[config.mk]
export PLATFORM = sky130hd
export DESIGN_NAME = stereo_peak_limiter_flat
export DESIGN_NICKNAME = d
export VERILOG_FILES = /design/src/design/spl_pkg.sv /design/src/design/spl_if.sv /design/src/design/stereo_peak_limiter.sv /design/src/flat_wrapper.sv
export SDC_FILE = /design/constraint.sdc
export NUM_CORES = 2
export LEC_CHECK = 0
export ABC_AREA = 1
export BUFFER_PORTS_ARGS = -buffer_cell sky130_fd_sc_hd__buf_2
export CORE_ASPECT_RATIO = 1.4
export CORE_MARGIN = 5
export CORE_UTILIZATION = 50
export DETAILED_ROUTE_END_ITERATION = 8
export PLACE_DENSITY = 0.67
export SYNTH_ARGS = -nofsm -noshare
export SYNTH_HDL_FRONTEND = slang
export SYNTH_SLANG_ARGS = --single-unit
[constraint.sdc]
create_clock -name clk -period 7.4 [get_ports clk]
set_clock_uncertainty 0.05 [all_clocks]
set_input_delay 1.48 -clock clk [delete_from_list [all_inputs] [get_ports clk]]
set_output_delay 1.48 -clock clk [all_outputs]
set_load 0.01 [all_outputs]
[src/design/spl_pkg.sv]
// spl_pkg: shared widths, register map and reset values for the stereo peak limiter.
// Used by the channel interfaces and by the top level; depends on nothing.

package spl_pkg;

	// Default sample width of the input channel
	localparam int SAMPLE_BITS_DEF = 24;

	// Field widths fixed by the sample formats
	localparam int GAIN_W  = 18;
	localparam int OUT_W   = 22;
	localparam int RED_W   = 17;
	localparam int HC_W    = 23;
	localparam int LC_W    = 21;
	localparam int COEF_W  = 16;
	localparam int ENV_W   = 24;

	// APB register file
	localparam int ADDR_W  = 4;
	localparam int DATA_W  = 32;

	typedef enum logic [1:0] {
		REG_HARD_CEIL  = 2'd0,
		REG_LIMIT_CEIL = 2'd1,
		REG_RELEASE    = 2'd2,
		REG_NONE       = 2'd3
	} reg_idx_t;

	// Reset values of the registers
	localparam logic [HC_W-1:0]   HARD_CEIL_RST  = 23'd4194304;
	localparam logic [LC_W-1:0]   LIMIT_CEIL_RST = 21'd1027604;
	localparam logic [COEF_W-1:0] RELEASE_RST    = 16'd65518;

	// Fixed-point constants
	localparam logic [HC_W-1:0]  ONE_Q20   = 23'd1048576;
	localparam logic [RED_W-1:0] UNITY_Q16 = 17'd65536;
	localparam int               ROUND_Q16 = 32768;
	localparam int               DIV_STEPS = 16;

endpackage

[src/design/spl_if.sv]
// spl_if: valid/ready channel interfaces for the stereo peak limiter.
// Input channel carries one stereo pair and gain; output channel one limited pair.
// Depends on spl_pkg.

interface spl_in_if #(
	parameter int SAMPLE_BITS = spl_pkg::SAMPLE_BITS_DEF
);
	logic                            valid;
	logic                            ready;
	logic signed [SAMPLE_BITS-1:0]   left_in;
	logic signed [SAMPLE_BITS-1:0]   right_in;
	logic [spl_pkg::GAIN_W-1:0]      gain;

	modport source (output valid, left_in, right_in, gain, input ready);
	modport sink   (input valid, left_in, right_in, gain, output ready);
endinterface

interface spl_out_if;
	logic                            valid;
	logic                            ready;
	logic signed [spl_pkg::OUT_W-1:0] left_out;
	logic signed [spl_pkg::OUT_W-1:0] right_out;
	logic [spl_pkg::RED_W-1:0]       reduction;
	logic                            hard_clipped;
	logic                            limited;

	modport source (output valid, left_out, right_out, reduction, hard_clipped, limited,
		input ready);
	modport sink   (input valid, left_out, right_out, reduction, hard_clipped, limited,
		output ready);
endinterface

[src/design/stereo_peak_limiter.sv]
// stereo_peak_limiter: gain, hard clamp, peak envelope, ceiling limiter and final clip.
// One shared multiplier and a restoring divider step under a small sequencer.
// Depends on spl_pkg and the channel interfaces in spl_if.sv.
//
// Usage:
//  - in_ch takes one word: a signed stereo pair (SAMPLE_BITS each, Q4.20) and an
//    unsigned Q2.16 gain. in_ch.ready is high only while the sequencer is idle.
//  - out_ch delivers one word per input: both limited channels (Q2.20, within
//    plus or minus one), the Q1.16 reduction and the hard_clipped / limited flags.
//  - APB port: hard_ceiling at 0x0, limit_ceiling at 0x4, release_coeff at 0x8.
//    Write only while idle; pready is tied high, reads return the register.
//  - Sequence: gain products and rounding, peak, envelope attack or release (release
//    product and sum), limit check, the 16-step reduction division only when the
//    limiter engages, scaling products and clip, then emit to out_ch.
//    One multiplier serves the gain products, the envelope release and the
//    reduction scaling, one product per cycle.
//  - A new pair is accepted only once the sequencer is back in idle; it may be
//    accepted while the previous result still waits in the output register.
//  - If out_ch stalls, the finished word waits in the last step until the
//    output register is free; nothing is dropped.
//  - Reset clears the envelope, the sequencer and out_ch.valid and loads the
//    register defaults; no clearing pass is needed.

module stereo_peak_limiter #(
	parameter int SAMPLE_BITS = spl_pkg::SAMPLE_BITS_DEF
) (
	input  logic                         clk,
	input  logic                         arst_n,
	spl_in_if.sink                       in_ch,
	spl_out_if.source                    out_ch,
	input  logic                         psel,
	input  logic                         penable,
	input  logic                         pwrite,
	input  logic [spl_pkg::ADDR_W-1:0]   paddr,
	input  logic [spl_pkg::DATA_W-1:0]   pwdata,
	output logic [spl_pkg::DATA_W-1:0]   prdata,
	output logic                         pready
);

	// Multiplier operand width: widest of sample magnitude and envelope
	localparam int MW = (SAMPLE_BITS > spl_pkg::ENV_W) ? SAMPLE_BITS : spl_pkg::ENV_W;
	localparam int PW = MW + spl_pkg::GAIN_W;
	localparam int HW = spl_pkg::HC_W;
	localparam int CW = $clog2(spl_pkg::DIV_STEPS);
	// Full scale as a signed output value
	localparam logic signed [spl_pkg::OUT_W-1:0] FULL_S = spl_pkg::OUT_W'(spl_pkg::ONE_Q20);

	typedef enum logic [3:0] {
		S_IDLE, S_MUL_L, S_MUL_R, S_RND_R, S_PEAK, S_DIFF, S_REL, S_RELADD,
		S_LIMCHK, S_DIV, S_SCL_L, S_SCL_R, S_CLIP_R, S_EMIT
	} state_t;

	state_t                         state_q;
	logic [spl_pkg::HC_W-1:0]       hard_ceil_q;
	logic [spl_pkg::LC_W-1:0]       limit_ceil_q;
	logic [spl_pkg::COEF_W-1:0]     release_q;

	logic [SAMPLE_BITS-1:0]         mag_l_q, mag_r_q;
	logic                           neg_l_q, neg_r_q;
	logic [spl_pkg::GAIN_W-1:0]     gain_q;
	logic [HW-1:0]                  ml_q, mr_q, peak_q;
	logic [spl_pkg::ENV_W-1:0]      env_q, diff_q, rem_q;
	logic [spl_pkg::RED_W-1:0]      red_q;
	logic [CW-1:0]                  cnt_q;
	logic                           clip_q, lim_q;
	logic [PW-1:0]                  prod_q;

	logic                           out_valid_q;
	logic signed [spl_pkg::OUT_W-1:0] left_out_q, right_out_q;
	logic [spl_pkg::RED_W-1:0]      red_out_q;
	logic                           clip_out_q, lim_out_q;

	logic [MW-1:0]                  mul_a;
	logic [spl_pkg::GAIN_W-1:0]     mul_b;
	logic [PW-1:0]                  mul_p;
	logic [PW:0]                    rnd_sum;
	logic [PW-16:0]                 rnd_mag;
	logic                           rnd_over;
	logic [HW-1:0]                  rnd_clamped;
	logic [PW-17:0]                 scl_mag;
	logic                           scl_over;
	logic [HW-1:0]                  scl_clipped;
	logic [PW-17:0]                 rel_sum;
	logic [spl_pkg::ENV_W:0]        rem2, rem_sub;
	logic                           div_ge;
	logic                           in_acc, cfg_wr;
	logic [SAMPLE_BITS-1:0]         raw_l, raw_r;
	logic                           out_free;

	assign in_ch.ready = (state_q == S_IDLE);
	assign in_acc      = in_ch.valid && in_ch.ready;
	assign out_free    = !out_valid_q || out_ch.ready;

	// Register file write and read
	assign pready = 1'b1;
	assign cfg_wr = psel && penable && pwrite && pready;

	always_ff @(posedge clk or negedge arst_n) begin
		if (!arst_n) begin
			hard_ceil_q  <= spl_pkg::HARD_CEIL_RST;
			limit_ceil_q <= spl_pkg::LIMIT_CEIL_RST;
			release_q    <= spl_pkg::RELEASE_RST;
		end else if (cfg_wr) begin
			case (spl_pkg::reg_idx_t'(paddr[3:2]))
				spl_pkg::REG_HARD_CEIL:  hard_ceil_q  <= pwdata[spl_pkg::HC_W-1:0];
				spl_pkg::REG_LIMIT_CEIL: limit_ceil_q <= pwdata[spl_pkg::LC_W-1:0];
				spl_pkg::REG_RELEASE:    release_q    <= pwdata[spl_pkg::COEF_W-1:0];
				default: ;
			endcase
		end
	end

	always_comb begin
		case (spl_pkg::reg_idx_t'(paddr[3:2]))
			spl_pkg::REG_HARD_CEIL:  prdata = spl_pkg::DATA_W'(hard_ceil_q);
			spl_pkg::REG_LIMIT_CEIL: prdata = spl_pkg::DATA_W'(limit_ceil_q);
			spl_pkg::REG_RELEASE:    prdata = spl_pkg::DATA_W'(release_q);
			default:                 prdata = '0;
		endcase
	end

	// Route operands to the shared multiplier
	always_comb begin
		case (state_q)
			S_MUL_L: begin
				mul_a = MW'(mag_l_q);
				mul_b = gain_q;
			end
			S_MUL_R: begin
				mul_a = MW'(mag_r_q);
				mul_b = gain_q;
			end
			S_REL: begin
				mul_a = MW'(diff_q);
				mul_b = spl_pkg::GAIN_W'(release_q);
			end
			S_SCL_L: begin
				mul_a = MW'(ml_q);
				mul_b = spl_pkg::GAIN_W'(red_q);
			end
			S_SCL_R: begin
				mul_a = MW'(mr_q);
				mul_b = spl_pkg::GAIN_W'(red_q);
			end
			default: begin
				mul_a = '0;
				mul_b = '0;
			end
		endcase
	end

	assign mul_p = PW'(mul_a) * PW'(mul_b);

	// Round the gain product to nearest and clamp to the hard ceiling
	assign rnd_sum     = {1'b0, prod_q} + (PW+1)'(spl_pkg::ROUND_Q16);
	assign rnd_mag     = rnd_sum[PW:16];
	assign rnd_over    = rnd_mag > (PW-15)'(hard_ceil_q);
	assign rnd_clamped = rnd_over ? hard_ceil_q : rnd_mag[HW-1:0];

	// Truncate the reduction product and clip to one
	assign scl_mag     = prod_q[PW-1:16];
	assign scl_over    = scl_mag > (PW-16)'(spl_pkg::ONE_Q20);
	assign scl_clipped = scl_over ? spl_pkg::ONE_Q20 : scl_mag[HW-1:0];

	// Release: decay toward the peak
	assign rel_sum = (PW-16)'(peak_q) + prod_q[PW-1:16];

	// One restoring division step for the reduction quotient
	assign rem2    = {rem_q, 1'b0};
	assign div_ge  = rem2 >= {1'b0, env_q};
	assign rem_sub = rem2 - {1'b0, env_q};

	// Split input samples into sign and magnitude
	assign raw_l = in_ch.left_in;
	assign raw_r = in_ch.right_in;

	// Sequencer, datapath registers and output register
	always_ff @(posedge clk or negedge arst_n) begin
		if (!arst_n) begin
			state_q     <= S_IDLE;
			mag_l_q     <= '0;
			mag_r_q     <= '0;
			neg_l_q     <= 1'b0;
			neg_r_q     <= 1'b0;
			gain_q      <= '0;
			ml_q        <= '0;
			mr_q        <= '0;
			peak_q      <= '0;
			env_q       <= '0;
			diff_q      <= '0;
			rem_q       <= '0;
			red_q       <= spl_pkg::UNITY_Q16;
			cnt_q       <= '0;
			clip_q      <= 1'b0;
			lim_q       <= 1'b0;
			prod_q      <= '0;
			out_valid_q <= 1'b0;
			left_out_q  <= '0;
			right_out_q <= '0;
			red_out_q   <= spl_pkg::UNITY_Q16;
			clip_out_q  <= 1'b0;
			lim_out_q   <= 1'b0;
		end else begin
			prod_q <= mul_p;
			// load a new output word, else drop the old one once taken
			if (state_q == S_EMIT && out_free) begin
				out_valid_q <= 1'b1;
			end else if (out_valid_q && out_ch.ready) begin
				out_valid_q <= 1'b0;
			end
			case (state_q)
				S_IDLE: begin
					if (in_acc) begin
						neg_l_q <= raw_l[SAMPLE_BITS-1];
						neg_r_q <= raw_r[SAMPLE_BITS-1];
						mag_l_q <= raw_l[SAMPLE_BITS-1] ? (~raw_l + 1'b1) : raw_l;
						mag_r_q <= raw_r[SAMPLE_BITS-1] ? (~raw_r + 1'b1) : raw_r;
						gain_q  <= in_ch.gain;
						clip_q  <= 1'b0;
						lim_q   <= 1'b0;
						state_q <= S_MUL_L;
					end
				end
				S_MUL_L: begin
					state_q <= S_MUL_R;
				end
				S_MUL_R: begin
					ml_q    <= rnd_clamped;
					clip_q  <= clip_q | rnd_over;
					state_q <= S_RND_R;
				end
				S_RND_R: begin
					mr_q    <= rnd_clamped;
					clip_q  <= clip_q | rnd_over;
					state_q <= S_PEAK;
				end
				S_PEAK: begin
					peak_q  <= (ml_q > mr_q) ? ml_q : mr_q;
					state_q <= S_DIFF;
				end
				S_DIFF: begin
					// instant attack, else start the release product
					if (spl_pkg::ENV_W'(peak_q) > env_q) begin
						env_q   <= spl_pkg::ENV_W'(peak_q);
						state_q <= S_LIMCHK;
					end else begin
						diff_q  <= env_q - spl_pkg::ENV_W'(peak_q);
						state_q <= S_REL;
					end
				end
				S_REL: begin
					state_q <= S_RELADD;
				end
				S_RELADD: begin
					env_q   <= rel_sum[spl_pkg::ENV_W-1:0];
					state_q <= S_LIMCHK;
				end
				S_LIMCHK: begin
					if (env_q > spl_pkg::ENV_W'(limit_ceil_q)) begin
						rem_q   <= spl_pkg::ENV_W'(limit_ceil_q);
						red_q   <= '0;
						cnt_q   <= '0;
						lim_q   <= 1'b1;
						state_q <= S_DIV;
					end else begin
						red_q   <= spl_pkg::UNITY_Q16;
						state_q <= S_SCL_L;
					end
				end
				S_DIV: begin
					rem_q <= div_ge ? rem_sub[spl_pkg::ENV_W-1:0] : rem2[spl_pkg::ENV_W-1:0];
					red_q <= {red_q[spl_pkg::RED_W-2:0], div_ge};
					cnt_q <= cnt_q + 1'b1;
					if (cnt_q == CW'(spl_pkg::DIV_STEPS - 1)) begin
						state_q <= S_SCL_L;
					end
				end
				S_SCL_L: begin
					state_q <= S_SCL_R;
				end
				S_SCL_R: begin
					ml_q    <= scl_clipped;
					lim_q   <= lim_q | scl_over;
					state_q <= S_CLIP_R;
				end
				S_CLIP_R: begin
					mr_q    <= scl_clipped;
					lim_q   <= lim_q | scl_over;
					state_q <= S_EMIT;
				end
				S_EMIT: begin
					// hold until the output register is free
					if (out_free) begin
						left_out_q  <= neg_l_q ? (spl_pkg::OUT_W'(0) - spl_pkg::OUT_W'(ml_q))
							: spl_pkg::OUT_W'(ml_q);
						right_out_q <= neg_r_q ? (spl_pkg::OUT_W'(0) - spl_pkg::OUT_W'(mr_q))
							: spl_pkg::OUT_W'(mr_q);
						red_out_q   <= red_q;
						clip_out_q  <= clip_q;
						lim_out_q   <= lim_q;
						state_q     <= S_IDLE;
					end
				end
				default: begin
					state_q <= S_IDLE;
				end
			endcase
		end
	end

	assign out_ch.valid        = out_valid_q;
	assign out_ch.left_out     = left_out_q;
	assign out_ch.right_out    = right_out_q;
	assign out_ch.reduction    = red_out_q;
	assign out_ch.hard_clipped = clip_out_q;
	assign out_ch.limited      = lim_out_q;

	// Envelope never grows past the largest clamped magnitude
	a_env_bound: assert property (@(posedge clk) disable iff (!arst_n)
		env_q < (spl_pkg::ENV_W'(1) << spl_pkg::HC_W))
		else $error("peak envelope out of range");

	// Any reduction below unity comes with the limited flag
	a_red_lim: assert property (@(posedge clk) disable iff (!arst_n)
		out_valid_q && (red_out_q != spl_pkg::UNITY_Q16) |-> lim_out_q)
		else $error("reduction applied without limited flag");

	// Reduction never exceeds unity
	a_red_max: assert property (@(posedge clk) disable iff (!arst_n)
		out_valid_q |-> red_out_q <= spl_pkg::UNITY_Q16)
		else $error("reduction above unity");

	// Limited outputs stay within plus or minus one
	a_out_range: assert property (@(posedge clk) disable iff (!arst_n)
		out_valid_q |-> (left_out_q <= FULL_S) && (left_out_q >= -FULL_S)
			&& (right_out_q <= FULL_S) && (right_out_q >= -FULL_S))
		else $error("output sample beyond full scale");

	// An item entering the sequencer reaches the multiplier next cycle
	a_start: assert property (@(posedge clk) disable iff (!arst_n)
		in_acc |=> state_q == S_MUL_L)
		else $error("accepted word did not start the sequence");

endmodule
[src/flat_wrapper.sv]
// flat-port wrapper written by rule: the top's interface ports become plain ports
module stereo_peak_limiter_flat 
#(
	parameter int SAMPLE_BITS = spl_pkg::SAMPLE_BITS_DEF
)
  (clk, arst_n, psel, penable, pwrite, paddr, pwdata, prdata, pready, in_ch_valid, in_ch_left_in, in_ch_right_in, in_ch_gain, in_ch_ready, out_ch_valid, out_ch_left_out, out_ch_right_out, out_ch_reduction, out_ch_hard_clipped, out_ch_limited, out_ch_ready);
  spl_in_if #(.SAMPLE_BITS(SAMPLE_BITS)) in_ch_i ();
  spl_out_if out_ch_i ();
  input  logic clk;
  input  logic arst_n;
  input  logic psel;
  input  logic penable;
  input  logic pwrite;
  input  logic [spl_pkg::ADDR_W-1:0] paddr;
  input  logic [spl_pkg::DATA_W-1:0] pwdata;
  output logic [spl_pkg::DATA_W-1:0] prdata;
  output logic pready;
  input wire logic [$bits(in_ch_i.valid)-1:0] in_ch_valid;
  input wire logic [$bits(in_ch_i.left_in)-1:0] in_ch_left_in;
  input wire logic [$bits(in_ch_i.right_in)-1:0] in_ch_right_in;
  input wire logic [$bits(in_ch_i.gain)-1:0] in_ch_gain;
  output wire logic [$bits(in_ch_i.ready)-1:0] in_ch_ready;
  output wire logic [$bits(out_ch_i.valid)-1:0] out_ch_valid;
  output wire logic [$bits(out_ch_i.left_out)-1:0] out_ch_left_out;
  output wire logic [$bits(out_ch_i.right_out)-1:0] out_ch_right_out;
  output wire logic [$bits(out_ch_i.reduction)-1:0] out_ch_reduction;
  output wire logic [$bits(out_ch_i.hard_clipped)-1:0] out_ch_hard_clipped;
  output wire logic [$bits(out_ch_i.limited)-1:0] out_ch_limited;
  input wire logic [$bits(out_ch_i.ready)-1:0] out_ch_ready;
  assign in_ch_i.valid = in_ch_valid;
  assign in_ch_i.left_in = in_ch_left_in;
  assign in_ch_i.right_in = in_ch_right_in;
  assign in_ch_i.gain = in_ch_gain;
  assign in_ch_ready = in_ch_i.ready;
  assign out_ch_valid = out_ch_i.valid;
  assign out_ch_left_out = out_ch_i.left_out;
  assign out_ch_right_out = out_ch_i.right_out;
  assign out_ch_reduction = out_ch_i.reduction;
  assign out_ch_hard_clipped = out_ch_i.hard_clipped;
  assign out_ch_limited = out_ch_i.limited;
  assign out_ch_i.ready = out_ch_ready;
  stereo_peak_limiter #(.SAMPLE_BITS(SAMPLE_BITS)) u_core (.clk(clk), .arst_n(arst_n), .in_ch(in_ch_i), .out_ch(out_ch_i), .psel(psel), .penable(penable), .pwrite(pwrite), .paddr(paddr), .pwdata(pwdata), .prdata(prdata), .pready(pready));
endmodule
# Word-level counts from Yosys, hierarchy flattened

Cells that the tools add are included.

Register bits: 402
Input bits: 109
Logic and storage cells: 132

Add/sub/neg operators: 9
$mul: 1
$lt $le $gt $ge: 6
Equal/unequal tests: 21
Muxes and demuxes: 33
Bitwise operators: 5
Reductions and logical operators: 31

Operator list:

| kind                                                                    | count |
|---|---|
| 24-bit 2-to-1 mux                                                       | 5 |
| 24-bit case mux with 5 select lines                                     | 1 |
| 24-bit case mux with 2 select lines                                     | 2 |
| 23-bit case mux with 2 select lines                                     | 2 |
| 23-bit 2-to-1 mux                                                       | 3 |
| 23-bit case mux with 3 select lines                                     | 1 |
| 4-bit case mux with 14 select lines                                     | 1 |
| 18-bit case mux with 3 select lines                                     | 1 |
| 24-bit by 1-bit adder with 24-bit output (second input constant)        | 2 |
| 24-bit inverter                                                         | 2 |
| 22-bit 2-to-1 mux                                                       | 2 |
| 1-bit by 22-bit subtractor with 22-bit output (first input constant)    | 2 |
| 42-bit by 16-bit adder with 43-bit output (second input constant)       | 1 |
| 24-bit by 18-bit multiplier with 42-bit output                          | 1 |
| 17-bit case mux with 2 select lines                                     | 1 |
| 4-bit == test (second input constant)                                   | 7 |
| 27-bit by 23-bit > comparator with 1-bit output                         | 1 |
| 26-bit by 21-bit > comparator with 1-bit output (second input constant) | 1 |
| 25-bit by 24-bit greater-or-equal comparator with 1-bit output          | 1 |
| 23-bit by 24-bit adder with 24-bit output                               | 1 |
| 23-bit by 24-bit > comparator with 1-bit output                         | 1 |
| 24-bit by 21-bit > comparator with 1-bit output                         | 1 |
| 24-bit by 23-bit subtractor with 24-bit output                          | 1 |
| 24-bit subtractor                                                       | 1 |
| other kinds (28)                                                        | 64 |

# Depth between registers and ports, before layout

Depth in word-level cells: 4
Mapped depth: 37

# Least setup slack after synthesis

No wires, ideal clock.

Kind: register to register
Start: reg u_core.state_q[2]
End: reg u_core.prod_q[36]
Setup time: 117 ps
Arrival time: 6232 ps
Data required time: 7233 ps
Setup slack: 1001 ps
Cell stages (with the launch flop): 32
Period minus slack after synthesis: 6399 ps
Path through: dfrtp_1 > nor2_2 > nand2_1 > nor2_2 > buf_4 > nand2_1 > o221ai_1 > nor2_1 > inv_1 > buf_2 > nand2_1 > fa_1 > inv_1 > fa_1 > inv_1 > fa_1 > inv_1 > fa_1 > fa_1 > inv_1 > fa_1 > inv_1 > ha_1 > nand2_1 > inv_1 > a21oi_1 > a21boi_0 > nor2_1 > nor3_1 > nand2_1 > nand2_1 > nand2_1

Cells in the longest elaborated chain, start to end: 4
Elaborated cells between the ends (all ways): 10
Classes of those cells: mul: 1; eq/ne: 5; mux: 2; reduce/logical: 2

Ends and longest elaborated chain:

| element                                          | RTL line                   | text |
|---|---|---|
| start: declaration                               | stereo_peak_limiter.sv:53  | `state_t state_q;` |
| start signal: assignment                         | stereo_peak_limiter.sv:180 | `state_q <= S_IDLE;` |
| start signal: assignment                         | stereo_peak_limiter.sv:221 | `state_q <= S_MUL_L;` |
| start signal: assignment                         | stereo_peak_limiter.sv:225 | `state_q <= S_MUL_R;` |
| 4-bit == test (tied with other cells)            | stereo_peak_limiter.sv:124 | `case (state_q)` |
| 2-bit OR reduction (no source line)              | --                         |  |
| 18-bit case mux with 3 select lines              | stereo_peak_limiter.sv:124 |  |
| 24-bit by 18-bit multiplier with 42-bit output * | stereo_peak_limiter.sv:152 | `assign mul_p = PW'(mul_a) * PW'(mul_b);` |
| net u_core.mul_p[36]                             | stereo_peak_limiter.sv:75  | `logic [PW-1:0] mul_p;` |
| end signal: assignment                           | stereo_peak_limiter.sv:204 | `prod_q <= mul_p;` |
| end: declaration                                 | stereo_peak_limiter.sv:66  | `logic [PW-1:0] prod_q;` |

The timed path passes the listed nets; every way through them passes the cells marked *.
A chain may end at the register's enable or synchronous reset.

# Worst setup path in the final report

Start: reg u_core.state_q[3]
End: reg u_core.prod_q[35]

The elaborated chain is that of the path after synthesis.

==> reports/summary.md <==
The run finished with clean final reports. The port buffer count came out at 185. IR analysis of the VDD net gives a maximum drop of 0.262 mV. Clock tree synthesis found a total of 387 sinks. Dividing the detail-routed via count by the number of cells gives 5.51. At the end of the flow, the number of nets in the layout was 6,510. Start point of the worst min-delay path: u_core.out_ch.right_out[20].

The H-tree was split into 2 levels. Clock insertion delay at the later pin of the skew report: 0.59 ns. Grouping stages by cell kind, the critical path spends the most delay in adder cells. After synthesis, the share of flip-flops with an asynchronous set or reset is 100%. At the placement stage, the worst setup path has a slack of 0.0808 ns.

Yosys printed 0 warnings. The overall track demand over capacity in global routing came out at 33.1%. The critical path is of the register to register type.

Once routing completed, OpenROAD measured the worst setup slack at 0.255 ns. Clock-pin slew was measured on the worst setup and hold paths at 0.06 ns. Summing all multi-input logic gate instances after layout gives 26,000 um2. The final critical delay including setup and external delays was 7.14 ns.

During I/O placement, the number of pins put on the boundary was 207. For the worst setup path, the data arrival time is 7.57 ns. The tools report the final sum of negative setup slack as 0 ns. Headroom to the max-slew limit came out at 31.3%. TritonCTS built the clock tree. The first detailed-routing pass took 6 iterations. The analysis attributes to cell leakage a power of 23.8 nW. After synthesis, the netlist uses 52 different library cells.

The longest individual stage delay on the worst path was 0.57 ns; the overall power was 17.4 mW. The number of clock buffers added by TritonCTS is 42. Leading cell type in the layout, fill and taps excluded: sky130_fd_sc_hd__nand2_1.

The root buffer selected by CTS is sky130_fd_sc_hd__clkbuf_16. The critical register-to-register path startpoint is u_core.state_q[3]. The tools report the total core area as 80,200 um2. The largest driver fanout on the critical path came out at 18. The tool flagged a number of max-cap violations equal to 0. The final wirelength was 146,000 um; the power density of the placed cells was 385 nW/um2.

The clock passes through at most 3 buffers. The die is 346 um tall. Global routing finished with a remaining overflow of 0. The run gives 0 as the max-slew violation count. The mean routed wirelength per cell was 21.2 um; the final cycle utilization of the critical path was 96.6%. Setup repair after global routing left no endpoint under its margin.

In the layout the commonest cells are sky130_fd_sc_hd__nand2_1, sky130_fd_sc_hd__inv_1, sky130_fd_sc_hd__nor2_1, sky130_fd_sc_hd__dfrtp_1, sky130_fd_sc_hd__nand3_1. After detailed routing, the number of remaining DRC violations is 0. The number of DRC markers after the initial detailed-route iteration was 3,282; the fraction of layout instances using a drive strength above 1 was 10.7%. The logs give 9720 um2 for the register area and 120,000 um for the half-perimeter wire length after placement. Number of diodes: 0. The largest net degree at the start of global routing was 143; the post-route antenna net violation count was 0. The synthesized design contains 0 enable-type register cells. The number of buffer and inverter instances along the worst setup path is 9.

The slowest library cell on the worst path is sky130_fd_sc_hd__fa_1. In the synthesized netlist, the number of instances is 5,541. The worst hold-check path type was register to register.

The kind of capture point of the worst setup path was a register. Initial cell density of the core: 50.2%. Number of hold violations in the final report: 0. Actual slew at the worst max-slew pin: 1.03 ns. For the number of global-route vias before repair, the log shows 37,989.

The overall die width came out at 250 um. The synthesis-stage register bit count works out to 387. Based on the critical path, the design can be clocked at up to 0.140 GHz.

Counting the fill cells in the layout gives 7,890. The mapped cell area is 40,200 um2, and the number of antenna violations at the first check in global routing is 0. The critical path starts at u_core.state_q[3]. Setup violations remaining at the end of the flow were counted as 0. Kind of start point of the critical path: a register. Averaged over all synthesized cells, the footprint is 7.26 um2.

The floorplan has 123 rows. At the worst endpoint, the required time is 7.82 ns. Among all flip-flop cells after synthesis, the most frequent one is sky130_fd_sc_hd__dfrtp_1. After synthesis, flip-flops and latches occupy 24.2% of the total area. The last weighted congestion value of the routability-driven placer is 1.01.

The layout-stage area growth over the synthesis result was 12.1%; the area of the die was 86,300 um2. The first global-routing pass estimated 223,000 um of wire. The count of vias placed by the detailed router was 37,949; the cts-stage hold buffer count was 0.
==> cells by family after synthesis <==
logic type	count (synthesis)	synth area share [%]
compound gates	731	10.0
xor+xnor	135	2.94
fa+ha+maj	609	25.5
buf+inv	1201	11.7
flops	387	24.2
other cells	2	0.0187
simple gates	2476	25.6
==> flip-flops by register name (all words and copies together) (netlist names), 4 cells and up <==
signal and cells:
u_core.gain_q 18, u_core.ml_q 23, u_core.out_ch.left_out 22, u_core.rem_q 24, u_core.cnt_q 4, u_core.mag_l_q 24, u_core.red_q 17, u_core.limit_ceil_q 21
u_core.out_ch.right_out 22, u_core.peak_q 23, u_core.out_ch.reduction 17, u_core.diff_q 24, u_core.mag_r_q 24, u_core.prod_q 27, u_core.state_q 4, u_core.release_q 16
u_core.env_q 24, u_core.mr_q 23, u_core.hard_ceil_q 23
==> worst min-delay path, stage by stage (launching register included) <==
cell and delay (ns):
sky130_fd_sc_hd__dfrtp_1 0.34, sky130_fd_sc_hd__nand2_1 0.05, sky130_fd_sc_hd__nand2_1 0.05
==> final cells by class <==
class / instances / area share, %
Sequential cell: 387 / 21.6
Clock buffer: 59 / 2.74
Timing Repair Buffer: 393 / 6.12
Clock inverter: 19 / 0.577
Inverter: 1007 / 8.44
Tap cell: 1062 / 2.95
Multi-Input combinational cell: 3961 / 57.6
==> power by group <==
part / switching, mW / total, mW / internal [mW] / leakage (nW)
Clock: 0.986 / 2.34 / 1.35 / 0.739
Combinational: 7.53 / 11.4 / 3.82 / 18.2
Sequential: 0.785 / 3.69 / 2.90 / 4.95
==> metrics by stage <==
stage	util [%]	cells	hold slack [ns]	cell area, um2
global placement	54.1	6803	0.406	43400
CTS	56.0	6881	0.426	44900
detailed placement	54.1	6803	0.412	43400
global route	56.3	6888	0.447	45100
finish	56.3	6888	0.426	45100
floorplan	-	5549	0.392	40300
==> cells in the mapped netlist, types with 5 or more instances <==
cell type / n / area share [%]
sky130_fd_sc_hd__clkbuf_1: 92 / 0.86
sky130_fd_sc_hd__nor2_2: 17 / 0.26
sky130_fd_sc_hd__or2_2: 16 / 0.25
sky130_fd_sc_hd__nand2_2: 12 / 0.19
sky130_fd_sc_hd__o21ai_0: 356 / 4.4
sky130_fd_sc_hd__nor2_4: 5 / 0.14
sky130_fd_sc_hd__dfrtp_1: 359 / 22
sky130_fd_sc_hd__nand4_1: 60 / 0.93
sky130_fd_sc_hd__buf_4: 25 / 0.47
sky130_fd_sc_hd__a21o_1: 16 / 0.30
sky130_fd_sc_hd__xor2_1: 105 / 2.3
sky130_fd_sc_hd__o211ai_1: 26 / 0.49
sky130_fd_sc_hd__inv_1: 975 / 9.1
sky130_fd_sc_hd__o221ai_1: 21 / 0.46
sky130_fd_sc_hd__nand2_1: 1363 / 13
sky130_fd_sc_hd__o22ai_1: 37 / 0.58
sky130_fd_sc_hd__nor4_1: 9 / 0.14
sky130_fd_sc_hd__o21bai_1: 13 / 0.24
sky130_fd_sc_hd__nor3_1: 44 / 0.55
sky130_fd_sc_hd__o21a_1: 10 / 0.19
sky130_fd_sc_hd__fa_1: 353 / 18
sky130_fd_sc_hd__nor2_1: 557 / 5.2
sky130_fd_sc_hd__xnor2_1: 30 / 0.65
sky130_fd_sc_hd__buf_2: 73 / 0.91
sky130_fd_sc_hd__inv_2: 28 / 0.26
sky130_fd_sc_hd__nand3_1: 356 / 4.4
sky130_fd_sc_hd__ha_1: 256 / 8.0
sky130_fd_sc_hd__a31oi_1: 13 / 0.20
sky130_fd_sc_hd__o31ai_1: 11 / 0.21
sky130_fd_sc_hd__a21oi_1: 202 / 2.5
sky130_fd_sc_hd__o21ai_1: 11 / 0.14
sky130_fd_sc_hd__dfstp_2: 28 / 1.8
sky130_fd_sc_hd__nand3b_1: 16 / 0.30
sky130_fd_sc_hd__and3_1: 6 / 0.093
==> final timing paths <==
| check | endpoint | slack [ns] | cells after the start |
|---|---|---|---|
| worst max-delay path | u_core.prod_q[35] | 0.26 | 31 |
| max in group asynchronous | u_core.mag_l_q[16] | 5.03 | 2 |
| worst min-delay path | u_core.out_ch.right_out[20] | 0.43 | 2 |
| worst max register to register | u_core.prod_q[35] | 0.26 | 31 |
| worst min register to register | u_core.out_ch.right_out[20] | 0.43 | 2 |
| min in group asynchronous | u_core.env_q[22] | 0.90 | 1 |
==> layer usage <==
metal  part of all wire, %  vias to the layer above  wire length (um)  global-route usage, %
met2                    50                     1437             72200                   58.0
met5                     0                        -                 0                      0
met3                   5.6                      436              8120                   3.11
met1                    37                    18309             54200                   39.4
li1                      -                    17767                 -                      -
met4                   7.7                        0             11200                   20.0
==> repair_timing <==
item                                    4_1_cts  5_1_grt
endpoints found under the setup margin        0       25
resized for setup                             0       50
setup buffers                                 0        7
(Power assumes the default switching activity.)
